`src/sv/cst_pkg.sv`:
```
package cst_pkg;

   // default table geometry
   localparam int DEF_NUM_SEMS    = 16;
   localparam int DEF_QUEUE_DEPTH = 16;

   // fixed field widths
   localparam int MODE_W   = 2;
   localparam int ID_W     = 8;
   localparam int COUNT_W  = 16;
   localparam int PROC_W   = 8;
   localparam int STATUS_W = 2;
   localparam int ALLOC_W  = 4;

   // operation codes
   localparam logic [MODE_W-1:0] MODE_ALLOC  = 2'd0;
   localparam logic [MODE_W-1:0] MODE_WAIT   = 2'd1;
   localparam logic [MODE_W-1:0] MODE_SIGNAL = 2'd2;

   // status codes
   localparam logic [STATUS_W-1:0] STATUS_OK         = 2'd0;
   localparam logic [STATUS_W-1:0] STATUS_NO_FREE    = 2'd1;
   localparam logic [STATUS_W-1:0] STATUS_BAD_ID     = 2'd2;
   localparam logic [STATUS_W-1:0] STATUS_QUEUE_FULL = 2'd3;

   // count saturation limits
   localparam logic signed [COUNT_W-1:0] COUNT_MIN = 16'sh8000;
   localparam logic signed [COUNT_W-1:0] COUNT_MAX = 16'sh7fff;

   // result flags produced by the table controller
   typedef struct packed {
      logic [STATUS_W-1:0] status;
      logic [ALLOC_W-1:0]  alloc_id;
      logic                block_caller;
      logic                wake_valid;
   } cst_result_type;

endpackage

```
`src/sv/cst_waiter_ram.sv`:
```
module cst_waiter_ram
   import cst_pkg::*;
#(
   parameter int DEPTH  = DEF_NUM_SEMS * DEF_QUEUE_DEPTH,
   parameter int ADDR_W = 8
) (
   input  logic              clock,
   input  logic              wr_en,
   input  logic [ADDR_W-1:0] wr_addr,
   input  logic [PROC_W-1:0] wr_data,
   input  logic              rd_en,
   input  logic [ADDR_W-1:0] rd_addr,
   output logic [PROC_W-1:0] rd_data
);

   logic [PROC_W-1:0] mem_ff [DEPTH];
   logic [PROC_W-1:0] rd_data_ff;

   always_ff @(posedge clock) begin
      if (wr_en) begin
         mem_ff[wr_addr] <= wr_data;
      end
   end

   always_ff @(posedge clock) begin
      if (rd_en) begin
         rd_data_ff <= mem_ff[rd_addr];
      end
   end

   assign rd_data = rd_data_ff;

endmodule

```
`src/sv/cst_ctrl.sv`:
```
module cst_ctrl
   import cst_pkg::*;
#(
   parameter int NUM_SEMS    = DEF_NUM_SEMS,
   parameter int QUEUE_DEPTH = DEF_QUEUE_DEPTH,
   parameter int ADDR_W      = 8
) (
   input  logic                      clock,
   input  logic                      reset,
   input  logic                      fire,
   input  logic [MODE_W-1:0]         mode,
   input  logic [ID_W-1:0]           sem_id,
   input  logic signed [COUNT_W-1:0] init_value,
   input  logic [PROC_W-1:0]         proc_id,
   output cst_result_type            result,
   output logic                      ram_wr_en,
   output logic [ADDR_W-1:0]         ram_wr_addr,
   output logic [PROC_W-1:0]         ram_wr_data,
   output logic                      ram_rd_en,
   output logic [ADDR_W-1:0]         ram_rd_addr
);

   localparam int IDX_W = (NUM_SEMS > 1) ? $clog2(NUM_SEMS) : 1;
   localparam int PTR_W = (QUEUE_DEPTH > 1) ? $clog2(QUEUE_DEPTH) : 1;
   localparam int TOT_W = $clog2(QUEUE_DEPTH + 1);

   logic [NUM_SEMS-1:0]               valid_ff;
   logic signed [COUNT_W-1:0]         count_ff [NUM_SEMS];
   logic [PTR_W-1:0]                  head_ff  [NUM_SEMS];
   logic [PTR_W-1:0]                  tail_ff  [NUM_SEMS];
   logic [TOT_W-1:0]                  total_ff [NUM_SEMS];

   logic [IDX_W-1:0]          sel;
   logic                      id_ok;
   logic signed [COUNT_W-1:0] cur_count;
   logic [PTR_W-1:0]          cur_head;
   logic [PTR_W-1:0]          cur_tail;
   logic [TOT_W-1:0]          cur_total;
   logic signed [COUNT_W-1:0] wait_count;
   logic signed [COUNT_W-1:0] signal_count;
   logic                      free_found;
   logic [IDX_W-1:0]          free_idx;

   logic                      do_alloc;
   logic                      do_enqueue;
   logic                      do_dequeue;
   logic                      count_we;
   logic [IDX_W-1:0]          count_idx;
   logic signed [COUNT_W-1:0] count_in;
   logic [PTR_W-1:0]          head_in;
   logic [PTR_W-1:0]          tail_in;
   logic [TOT_W-1:0]          total_in;
   cst_result_type            res;

   assign sel       = sem_id[IDX_W-1:0];
   assign id_ok     = ({1'b0, sem_id} < 9'(NUM_SEMS)) && valid_ff[sel];
   assign cur_count = count_ff[sel];
   assign cur_head  = head_ff[sel];
   assign cur_tail  = tail_ff[sel];
   assign cur_total = total_ff[sel];

   assign wait_count   = (cur_count == COUNT_MIN) ? COUNT_MIN : cur_count - 16'sd1;
   assign signal_count = (cur_count == COUNT_MAX) ? COUNT_MAX : cur_count + 16'sd1;

   assign head_in  = (cur_head == PTR_W'(QUEUE_DEPTH - 1)) ? '0 : cur_head + 1'b1;
   assign tail_in  = (cur_tail == PTR_W'(QUEUE_DEPTH - 1)) ? '0 : cur_tail + 1'b1;

   // lowest free entry
   always_comb begin
      free_found = 1'b0;
      free_idx   = '0;
      for (int i = NUM_SEMS - 1; i >= 0; i--) begin
         if (!valid_ff[i]) begin
            free_found = 1'b1;
            free_idx   = IDX_W'(i);
         end
      end
   end

   always_comb begin
      res        = '0;
      res.status = STATUS_OK;
      do_alloc   = 1'b0;
      do_enqueue = 1'b0;
      do_dequeue = 1'b0;
      count_we   = 1'b0;
      count_idx  = sel;
      count_in   = wait_count;
      total_in   = cur_total;
      unique case (mode)
         MODE_ALLOC: begin
            count_idx = free_idx;
            count_in  = init_value;
            if (free_found) begin
               do_alloc     = 1'b1;
               count_we     = 1'b1;
               res.alloc_id = ALLOC_W'(free_idx);
            end else begin
               res.status = STATUS_NO_FREE;
            end
         end
         MODE_WAIT: begin
            if (!id_ok) begin
               res.status = STATUS_BAD_ID;
            end else if (wait_count[COUNT_W-1]) begin
               if (cur_total == TOT_W'(QUEUE_DEPTH)) begin
                  res.status = STATUS_QUEUE_FULL;
               end else begin
                  // queue the caller; a saturated count still blocks
                  do_enqueue       = 1'b1;
                  count_we         = 1'b1;
                  total_in         = cur_total + 1'b1;
                  res.block_caller = 1'b1;
               end
            end else begin
               count_we = 1'b1;
            end
         end
         MODE_SIGNAL: begin
            count_in = signal_count;
            if (!id_ok) begin
               res.status = STATUS_BAD_ID;
            end else begin
               count_we = 1'b1;
               if (cur_total != '0) begin
                  do_dequeue     = 1'b1;
                  total_in       = cur_total - 1'b1;
                  res.wake_valid = 1'b1;
               end
            end
         end
         default: begin
            res.status = STATUS_BAD_ID;
         end
      endcase
   end

   assign result = res;

   always_ff @(posedge clock) begin
      if (reset) begin
         valid_ff <= '0;
         for (int i = 0; i < NUM_SEMS; i++) begin
            head_ff[i]  <= '0;
            tail_ff[i]  <= '0;
            total_ff[i] <= '0;
         end
      end else if (fire) begin
         if (do_alloc) begin
            valid_ff[free_idx] <= 1'b1;
            head_ff[free_idx]  <= '0;
            tail_ff[free_idx]  <= '0;
            total_ff[free_idx] <= '0;
         end
         if (do_enqueue) begin
            tail_ff[sel]  <= tail_in;
            total_ff[sel] <= total_in;
         end
         if (do_dequeue) begin
            head_ff[sel]  <= head_in;
            total_ff[sel] <= total_in;
         end
      end
   end

   always_ff @(posedge clock) begin
      if (fire && count_we) begin
         count_ff[count_idx] <= count_in;
      end
   end

   assign ram_wr_en   = fire && do_enqueue;
   assign ram_wr_addr = ADDR_W'(sel) * ADDR_W'(QUEUE_DEPTH) + ADDR_W'(cur_tail);
   assign ram_wr_data = proc_id;
   assign ram_rd_en   = fire && do_dequeue;
   assign ram_rd_addr = ADDR_W'(sel) * ADDR_W'(QUEUE_DEPTH) + ADDR_W'(cur_head);

endmodule

```
`src/sv/counting_semaphore_table.sv`:
```
// Semaphore table with a FIFO wait queue per entry.
//
// req channel: one operation per transaction. req_tuser carries the mode
// (allocate, wait, signal); req_tdata carries sem_id, init_value, proc_id.
// rsp channel: exactly one result per operation, in order: status,
// alloc_id, block_caller, wake_valid, wake_proc.
//
// Flow: a transaction accepted on req lands in the input register, is
// decided and written back when it fires (together with the waiter RAM
// read/write) into the result register, and is offered on rsp from there.
// Throughput: one operation per cycle while rsp_tready is not stalling
// the result register; every operation is a single read-modify-write of
// one table entry plus a priority encode over the valid bits for allocate,
// and the waiter RAM sees at most one access per cycle.
//
// Reset marks every entry free and empties every queue. When rsp_tready
// is low the result register holds, the input register holds one more
// operation, and req_tready drops once both are full.
module counting_semaphore_table
   import cst_pkg::*;
#(
   parameter int NUM_SEMS    = DEF_NUM_SEMS,
   parameter int QUEUE_DEPTH = DEF_QUEUE_DEPTH
) (
   input  logic        clock,
   input  logic        reset,
   input  logic        req_tvalid,
   output logic        req_tready,
   input  logic [31:0] req_tdata,   // sem_id[7:0], init_value[23:8], proc_id[31:24]
   input  logic [1:0]  req_tuser,   // mode[1:0]
   output logic        rsp_tvalid,
   input  logic        rsp_tready,
   output logic [15:0] rsp_tdata    // status[1:0], alloc_id[5:2], block_caller[6],
                                    // wake_valid[7], wake_proc[15:8]
);

   localparam int RAM_DEPTH = NUM_SEMS * QUEUE_DEPTH;
   localparam int ADDR_W    = (RAM_DEPTH > 1) ? $clog2(RAM_DEPTH) : 1;

   logic                      in_valid_ff;
   logic [MODE_W-1:0]         mode_ff;
   logic [ID_W-1:0]           sem_id_ff;
   logic signed [COUNT_W-1:0] init_value_ff;
   logic [PROC_W-1:0]         proc_id_ff;

   logic                      out_valid_ff;
   cst_result_type            result_ff;

   logic                      fire;
   cst_result_type            result;
   logic                      ram_wr_en;
   logic [ADDR_W-1:0]         ram_wr_addr;
   logic [PROC_W-1:0]         ram_wr_data;
   logic                      ram_rd_en;
   logic [ADDR_W-1:0]         ram_rd_addr;
   logic [PROC_W-1:0]         ram_rd_data;
   logic [PROC_W-1:0]         wake_proc;

   // advance the held operation when the result register is free or draining
   assign fire       = in_valid_ff && (!out_valid_ff || rsp_tready);
   assign req_tready = !in_valid_ff || fire;

   always_ff @(posedge clock) begin
      if (reset) begin
         in_valid_ff <= 1'b0;
      end else if (req_tready) begin
         in_valid_ff <= req_tvalid;
      end
   end

   always_ff @(posedge clock) begin
      if (req_tready && req_tvalid) begin
         mode_ff       <= req_tuser;
         sem_id_ff     <= req_tdata[7:0];
         init_value_ff <= req_tdata[23:8];
         proc_id_ff    <= req_tdata[31:24];
      end
   end

   cst_ctrl #(
      .NUM_SEMS    (NUM_SEMS),
      .QUEUE_DEPTH (QUEUE_DEPTH),
      .ADDR_W      (ADDR_W)
   ) u_ctrl (
      .clock       (clock),
      .reset       (reset),
      .fire        (fire),
      .mode        (mode_ff),
      .sem_id      (sem_id_ff),
      .init_value  (init_value_ff),
      .proc_id     (proc_id_ff),
      .result      (result),
      .ram_wr_en   (ram_wr_en),
      .ram_wr_addr (ram_wr_addr),
      .ram_wr_data (ram_wr_data),
      .ram_rd_en   (ram_rd_en),
      .ram_rd_addr (ram_rd_addr)
   );

   cst_waiter_ram #(
      .DEPTH  (RAM_DEPTH),
      .ADDR_W (ADDR_W)
   ) u_waiter_ram (
      .clock   (clock),
      .wr_en   (ram_wr_en),
      .wr_addr (ram_wr_addr),
      .wr_data (ram_wr_data),
      .rd_en   (ram_rd_en),
      .rd_addr (ram_rd_addr),
      .rd_data (ram_rd_data)
   );

   always_ff @(posedge clock) begin
      if (reset) begin
         out_valid_ff <= 1'b0;
      end else if (fire) begin
         out_valid_ff <= 1'b1;
      end else if (rsp_tready) begin
         out_valid_ff <= 1'b0;
      end
   end

   always_ff @(posedge clock) begin
      if (fire) begin
         result_ff <= result;
      end
   end

   // the RAM read register only loads on a dequeue, so mask it otherwise
   assign wake_proc  = result_ff.wake_valid ? ram_rd_data : '0;
   assign rsp_tvalid = out_valid_ff;
   assign rsp_tdata  = {wake_proc, result_ff.wake_valid, result_ff.block_caller,
                        result_ff.alloc_id, result_ff.status};

   a_flags_exclusive : assert property (@(posedge clock) disable iff (reset)
      rsp_tvalid |-> !(result_ff.block_caller && result_ff.wake_valid))
      else $error("block and wake flagged on the same result");

   a_error_clean : assert property (@(posedge clock) disable iff (reset)
      (rsp_tvalid && result_ff.status != STATUS_OK) |->
         (!result_ff.block_caller && !result_ff.wake_valid && result_ff.alloc_id == '0))
      else $error("failed operation carries side flags");

   a_hold_input : assert property (@(posedge clock) disable iff (reset)
      (in_valid_ff && !fire) |=> (in_valid_ff && $stable(mode_ff) && $stable(sem_id_ff)))
      else $error("held operation lost while the result register is stalled");

   a_ram_single : assert property (@(posedge clock) disable iff (reset)
      !(ram_wr_en && ram_rd_en))
      else $error("waiter RAM written and read in one cycle");

endmodule

```
`config.mk`:
```
export PLATFORM = sky130hd
export DESIGN_NAME = counting_semaphore_table
export DESIGN_NICKNAME = d
export VERILOG_FILES = /design/src/sv/cst_pkg.sv /design/src/sv/cst_waiter_ram.sv /design/src/sv/cst_ctrl.sv /design/src/sv/counting_semaphore_table.sv
export SDC_FILE = /design/constraint.sdc
export NUM_CORES = 2
export LEC_CHECK = 0
export ABC_AREA = 1
export BUFFER_PORTS_ARGS = -buffer_cell sky130_fd_sc_hd__buf_2
export CAP_MARGIN = 30
export CORE_UTILIZATION = 28
export CTS_CLUSTER_SIZE = 16
export DETAILED_ROUTE_END_ITERATION = 10
export PLACE_DENSITY = 0.45
export REMOVE_ABC_BUFFERS = 1
export SLEW_MARGIN = 25
export SYNTH_ARGS = -nofsm -noshare
export SYNTH_HDL_FRONTEND = slang
export SYNTH_SLANG_ARGS = --single-unit
```
`constraint.sdc`:
```
create_clock -name clock -period 5.05 [get_ports clock]
set_input_delay 0.2525 -clock clock [delete_from_list [all_inputs] [get_ports clock]]
set_output_delay 0.2525 -clock clock [all_outputs]
set_load 0.05 [all_outputs]
```
## Word level (Yosys, flattened, before mapping)

Memory sizes are Yosys's and may differ from the RTL's. A register that Yosys moved wholly into a read port is not among the register bits.
Index checks and enable logic that the tools add are counted.

| word-level totals | value |
|---|---|
| bits in registers | 60 |
| memory bits (writable) | 2512 |
| input port bits | 38 |
| output and inout port bits | 18 |
| memories | 5 |

| operators by class | value |
|---|---|
| add/subtract/negate cells | 8 |
| magnitude comparators | 4 |
| equality and inequality tests | 7 |
| mux-type cells | 111 |
| bitwise operators | 2 |
| reduce and logical (&&, ||, !) cells | 22 |

Memory list:

| memory | words | width | rd ports | clocked after memory_dff | write ports | RTL line | source |
|---|---|---|---|---|---|---|---|
| u_waiter_ram.mem_ff | 256 | 8 | 1 | 1 | 1 | cst_waiter_ram.sv:16 | `logic [PROC_W-1:0] mem_ff [DEPTH];` |
| u_ctrl.count_ff | 16 | 16 | 1 | 1 | 1 | cst_ctrl.sv:28 | `logic signed [COUNT_W-1:0] count_ff [NUM_SEMS];` |
| u_ctrl.total_ff | 16 | 5 | 1 | 1 | 16 | cst_ctrl.sv:31 | `logic [TOT_W-1:0] total_ff [NUM_SEMS];` |
| u_ctrl.head_ff | 16 | 4 | 1 | 1 | 16 | cst_ctrl.sv:29 | `logic [PTR_W-1:0] head_ff [NUM_SEMS];` |
| u_ctrl.tail_ff | 16 | 4 | 1 | 1 | 16 | cst_ctrl.sv:30 | `logic [PTR_W-1:0] tail_ff [NUM_SEMS];` |

Operator list:

| kind | number |
|---|---|
| $mux 4 | 33 |
| $mux 1 | 57 |
| $mux 5 | 8 |
| $eq 16x16->1 const B | 2 |
| $mux 16 | 2 |
| $pmux 16 s2 | 1 |
| $add 16x2->16 const B | 1 |
| $add 8x4->8 | 2 |
| $or 16x16->16 | 1 |
| $reduce_or 4->1 | 4 |
| $sub 16x2->16 const B | 1 |
| $lt 4x5->1 const B | 2 |
| $pmux 5 s2 | 1 |
| $reduce_or 5->1 | 2 |
| $add 4x1->4 const B | 2 |
| $eq 4x4->1 const B | 2 |
| $lt 8x5->1 const B | 1 |
| $mux 2 | 4 |
| $mux 8 | 1 |
| $logic_and 1x1->1 | 7 |
| $pmux 2 s3 | 1 |
| $add 5x1->5 const B | 1 |
| $eq 5x5->1 const B | 1 |
| $reduce_bool 5->1 | 1 |
| other kinds (13) | 16 |

## Longest topological paths before layout

| logic depth | value |
|---|---|
| depth after elaboration | 25 |
| depth in mapped cells | 26 |
| mapped depth without buffers | 23 |

## Hierarchy

From an unflattened synthesis, not the netlist that was laid out.

| second synthesis, totals | value |
|---|---|
| cell total of the unflattened synthesis | 9520 |
| area, all modules | 108088.7 um^2 |

Modules (own cells, without submodules):

| module | times used | cells each | area an instance (um^2) |
|---|---|---|---|
| cst_waiter_ram | 1 | 7003 | 83476.3 |
| cst_ctrl | 1 | 2446 | 23203.5 |
| counting_semaphore_table | 1 | 71 | 1408.9 |

## Worst setup path after synthesis

OpenSTA, ideal clock, no wires.

| timing path | value |
|---|---|
| path kind | reg-to-reg |
| start | register proc_id_ff[0] |
| end | memory u_waiter_ram.mem_ff[0][0], data pin |
| library setup time | 0.817 ns |
| arrival time | 3.228 ns |
| path slack | 1.004 ns |
| stages on the path, launching flop included | 1 |
| cell sequence | edfxtp_1 |

RTL lines:

| item | RTL line | source |
|---|---|---|
| from (decl) | counting_semaphore_table.sv:44 | `logic [PROC_W-1:0] proc_id_ff;` |
| from (signal assigned) | counting_semaphore_table.sv:76 | `proc_id_ff <= req_tdata[31:24];` |
| to (decl) | cst_waiter_ram.sv:16 |  |

Straight into the memory's write port.

==> impl_metrics.sql <==
INSERT INTO impl_metrics (metric_group, metric, value, unit) VALUES
('run_status', 'result_of_the_run', 'complete, no violations', ''),
('cells_and_area', 'ff_latch_area', '77400', 'um2'),
('clock_tree', 'cts_max_path_buffers', '4', ''),
('clock_tree', 'cts_inserted_buffers', '289', ''),
('power_and_ir_drop', 'largest_voltage_drop_on_the_vdd_net', '0.000283', 'V'),
('clock_tree', 'cts_tree', 'built', ''),
('detailed_routing', 'detail_route.vias_per_cell', '5.01', ''),
('run', 'max_capacitance_violation_total', '0', ''),
('detailed_routing', 'routed-via-count', '71197', ''),
('synthesis', 'synth.largest_area_cell', 'edfxtp_1', ''),
('setup_path', 'timing.critical_path.fanout_max', '41', ''),
('global_route', 'grt_remaining_overflow', '0', ''),
('detailed_routing', 'finalWirelength', '342000', 'um'),
('synthesis', 'post_synth_main_area_contributors', 'edfxtp_1, nor2_1, o21ai_0', ''),
('floorplanning', 'die_width', '620', 'um'),
('cells_and_area', 'layout-drive-gt1-share', '14.5', '%'),
('synthesis', 'number_of_synthesized_flops_with_an_enable_pin', '2562', ''),
('global_route', 'antenna_found_initial', '9', ''),
('sta', 'fmax', '0.214', 'GHz'),
('placed_design', 'postPlaceCellArea', '116000', 'um2'),
('synthesis', 'synth_top_area_share', '71.9', '%'),
('sta', 'clock_skew', '0.0961', 'ns'),
('power_and_ir_drop', 'power', '51.5', 'mW'),
('sta', 'timing_hold_violations_final', '0', ''),
('cells_and_area', 'num-nets-final', '9019', ''),
('setup_path', 'path_cells', 'inv_6, buf_12, nand2_1, nand3_1, nand3_1, nand3_1, nand2_2, nor2_2, nand2_1, nor2_4, nand3_1, nand3_2, nand4_1, nor2_2, buf_4, inv_1, nor2_1, nand2_2, buf_12, nor2_1, buf_4', ''),
('clock_tree', 'cts_repair_resize_count', '0', ''),
('power_and_ir_drop', 'power_density', '410', 'nW/um2'),
('clock_tree', 'clock_sink_count', '2584', ''),
('setup_path', 'critical_path.max_stage_delay', '0.41', 'ns'),
('sta', 'period_share', '92.5', '%'),
('clock_tree', 'clock_tree.root_cell', 'clkbuf_16', ''),
('floorplanning', 'core_area', '380000', 'um2'),
('detailed_routing', 'drtIter0Drc', '6508', ''),
('synthesis', 'async_flop_share', '0', '%'),
('clock_tree', 'clk_latency', '0.89', 'ns'),
('cells_and_area', 'stdcell_area', '126000', 'um2'),
('cells_and_area', 'fillerInstances', '37489', ''),
('cells_and_area', 'most_common_cell_after_layout_fill_and_taps_aside', 'edfxtp_1', ''),
('sta', 'worst_slew_margin_rel', '27.3', '%'),
('synthesis', 'synthCells', '8603', ''),
('sta', 'fin_ws', '0.380', 'ns'),
('sta', 'grt_setup_unrepaired', 'no', ''),
('synthesis', 'synthFlopType', 'edfxtp_1', ''),
('floorplanning', 'die_height', '620', 'um'),
('detailed_routing', 'wire_per_inst', '24.1', 'um'),
('cells_and_area', 'post_layout_nonfiller_instances', '14200', ''),
('setup_path', 'worstSetupPathType', 'reg2reg', ''),
('placed_design', 'io_buffers', '55', ''),
('global_route', 'grt_pass1_vias', '69803', ''),
('power_and_ir_drop', 'cellLeakagePower', '41.3', 'nW'),
('setup_path', 'path_common_cell', 'nand3_1', ''),
('clock_tree', 'hold_buffers', '40', ''),
('floorplanning', 'design.portCount', '56', ''),
('clock_tree', 'htree_depth', '5', ''),
('global_route', 'grt_start_max_net_pins', '158', ''),
('setup_path', 'critical-path-slowest-cell', 'nor2_1', ''),
('synthesis', 'syn-cell-area', '107000', 'um2'),
('placed_design', 'dp_slack', '0.374', 'ns'),
('cells_and_area', 'finalCoreUtilization', '33.1', '%'),
('sta', 'tightest_slew', '1.09', 'ns'),
('setup_path', 'setup_slack_on_the_worst_flop_to_flop_path', '0.38', 'ns'),
('floorplanning', 'start_util', '28.2', '%'),
('global_route', 'global_route.usage.total', '17.3', '%'),
('detailed_routing', 'postRouteAntennaNets', '0', ''),
('global_route', 'first_pass_grt_wire_length', '496000', 'um'),
('worst_hold_path', 'worst_hold_path_type', 'in2reg', ''),
('floorplanning', 'die-area', '385000', 'um2'),
('sta', 'finalHoldWorstSlack', '0.113', 'ns'),
('synthesis', 'synth.lib_cells_used.distinct', '48', ''),
('setup_path', 'timing.critical_path.arrival', '5.23', 'ns');
-- sequential cells by signal (all words and copies together), names as in the netlist, named ones only --
name,flops
in_valid_ff,1
init_value_ff,16
mode_ff,2
proc_id_ff,8
rsp_tdata,8
rsp_tvalid,1
sem_id_ff,8
u_ctrl.count_ff,256
u_ctrl.head_ff,64
u_ctrl.tail_ff,64
u_ctrl.total_ff,80
u_ctrl.valid_ff,16
u_waiter_ram.mem_ff,2048
u_waiter_ram.rd_data,8
-- per-layer routing --
| metal | up-vias | global-route usage (%) | routed length [um] | part of all wire [%] |
|---|---|---|---|---|
| li1 | 32303 | - | - | - |
| met1 | 36189 | 24.7 | 157000 | 46 |
| met2 | 2236 | 27.6 | 157000 | 46 |
| met3 | 469 | 2.22 | 18900 | 5.5 |
| met4 | 0 | 4.57 | 9110 | 2.7 |
| met5 | - | 0 | 0 | 0 |
-- final cells by class --
cell class,count,area share (%)
Clock inverter,156,1.10
Inverter,259,0.801
Clock buffer,352,5.97
Timing Repair Buffer,681,4.83
Multi-Input combinational cell,5151,20.7
Antenna cell,1,0.00199
Sequential cell,2584,61.6
Tap cell,5016,4.99
-- synth_stat cells (2+ instances only) --
cell type,n
a211oi_1,2
ha_1,15
clkinv_1,3
o21ai_1,57
buf_4,31
nand3_1,418
nand2_1,896
o21ai_4,2
inv_1,246
o21ai_2,3
o221ai_1,292
a22oi_1,3
nor4_1,3
or2_2,151
clkbuf_1,380
nand3_2,3
nor2_4,4
nor3_2,48
nand2_2,24
inv_2,10
xor2_1,23
nand4_1,10
dfxtp_1,22
o211ai_1,438
a31oi_1,4
buf_6,27
edfxtp_1,2562
nor3_1,51
nor2_2,15
o311ai_0,6
buf_1,18
a21oi_1,41
o21bai_1,10
buf_2,153
o21ai_0,1024
o22ai_1,73
xnor2_1,3
nor2_1,1522
-- final timing paths --
kind | start | endpoint | depth (start not counted)
max | flip-flop | u_waiter_ram.mem_ff[77][0] | 21
min | req_tdata[13] | init_value_ff[5] | 2
max reg2reg | flip-flop | u_waiter_ram.mem_ff[77][0] | 21
min reg2reg | u_ctrl.valid_ff[15] | u_ctrl.valid_ff[15] | 2
-- power breakdown --
group / switching, mW / internal, mW
Combinational: 5.32 / 2.03
Sequential: 0.0574 / 23.8
Clock: 8.65 / 11.7
-- critical path: cells and delay by family (launching register included) --
kind / cells / cell delay (ns)
DFF: 1 / 0.37
and+or+nand+nor: 15 / 2.54
buffers and inverters: 6 / 1.37
-- logic make-up (layout without fill, tap and decap cells) --
group           after synthesis  after routing  share of synthesized area, %
compound gates             1960           1960                          11.4
buf+inv                     868           1448                          3.52
xor+xnor                     26             26                         0.213
other cells                   0              1                             0
fa+ha+maj                    15             15                         0.175
simple gates               3150           3150                          12.4
flops                      2584           2584                          72.3
Power figures use the tool's default switching activity.
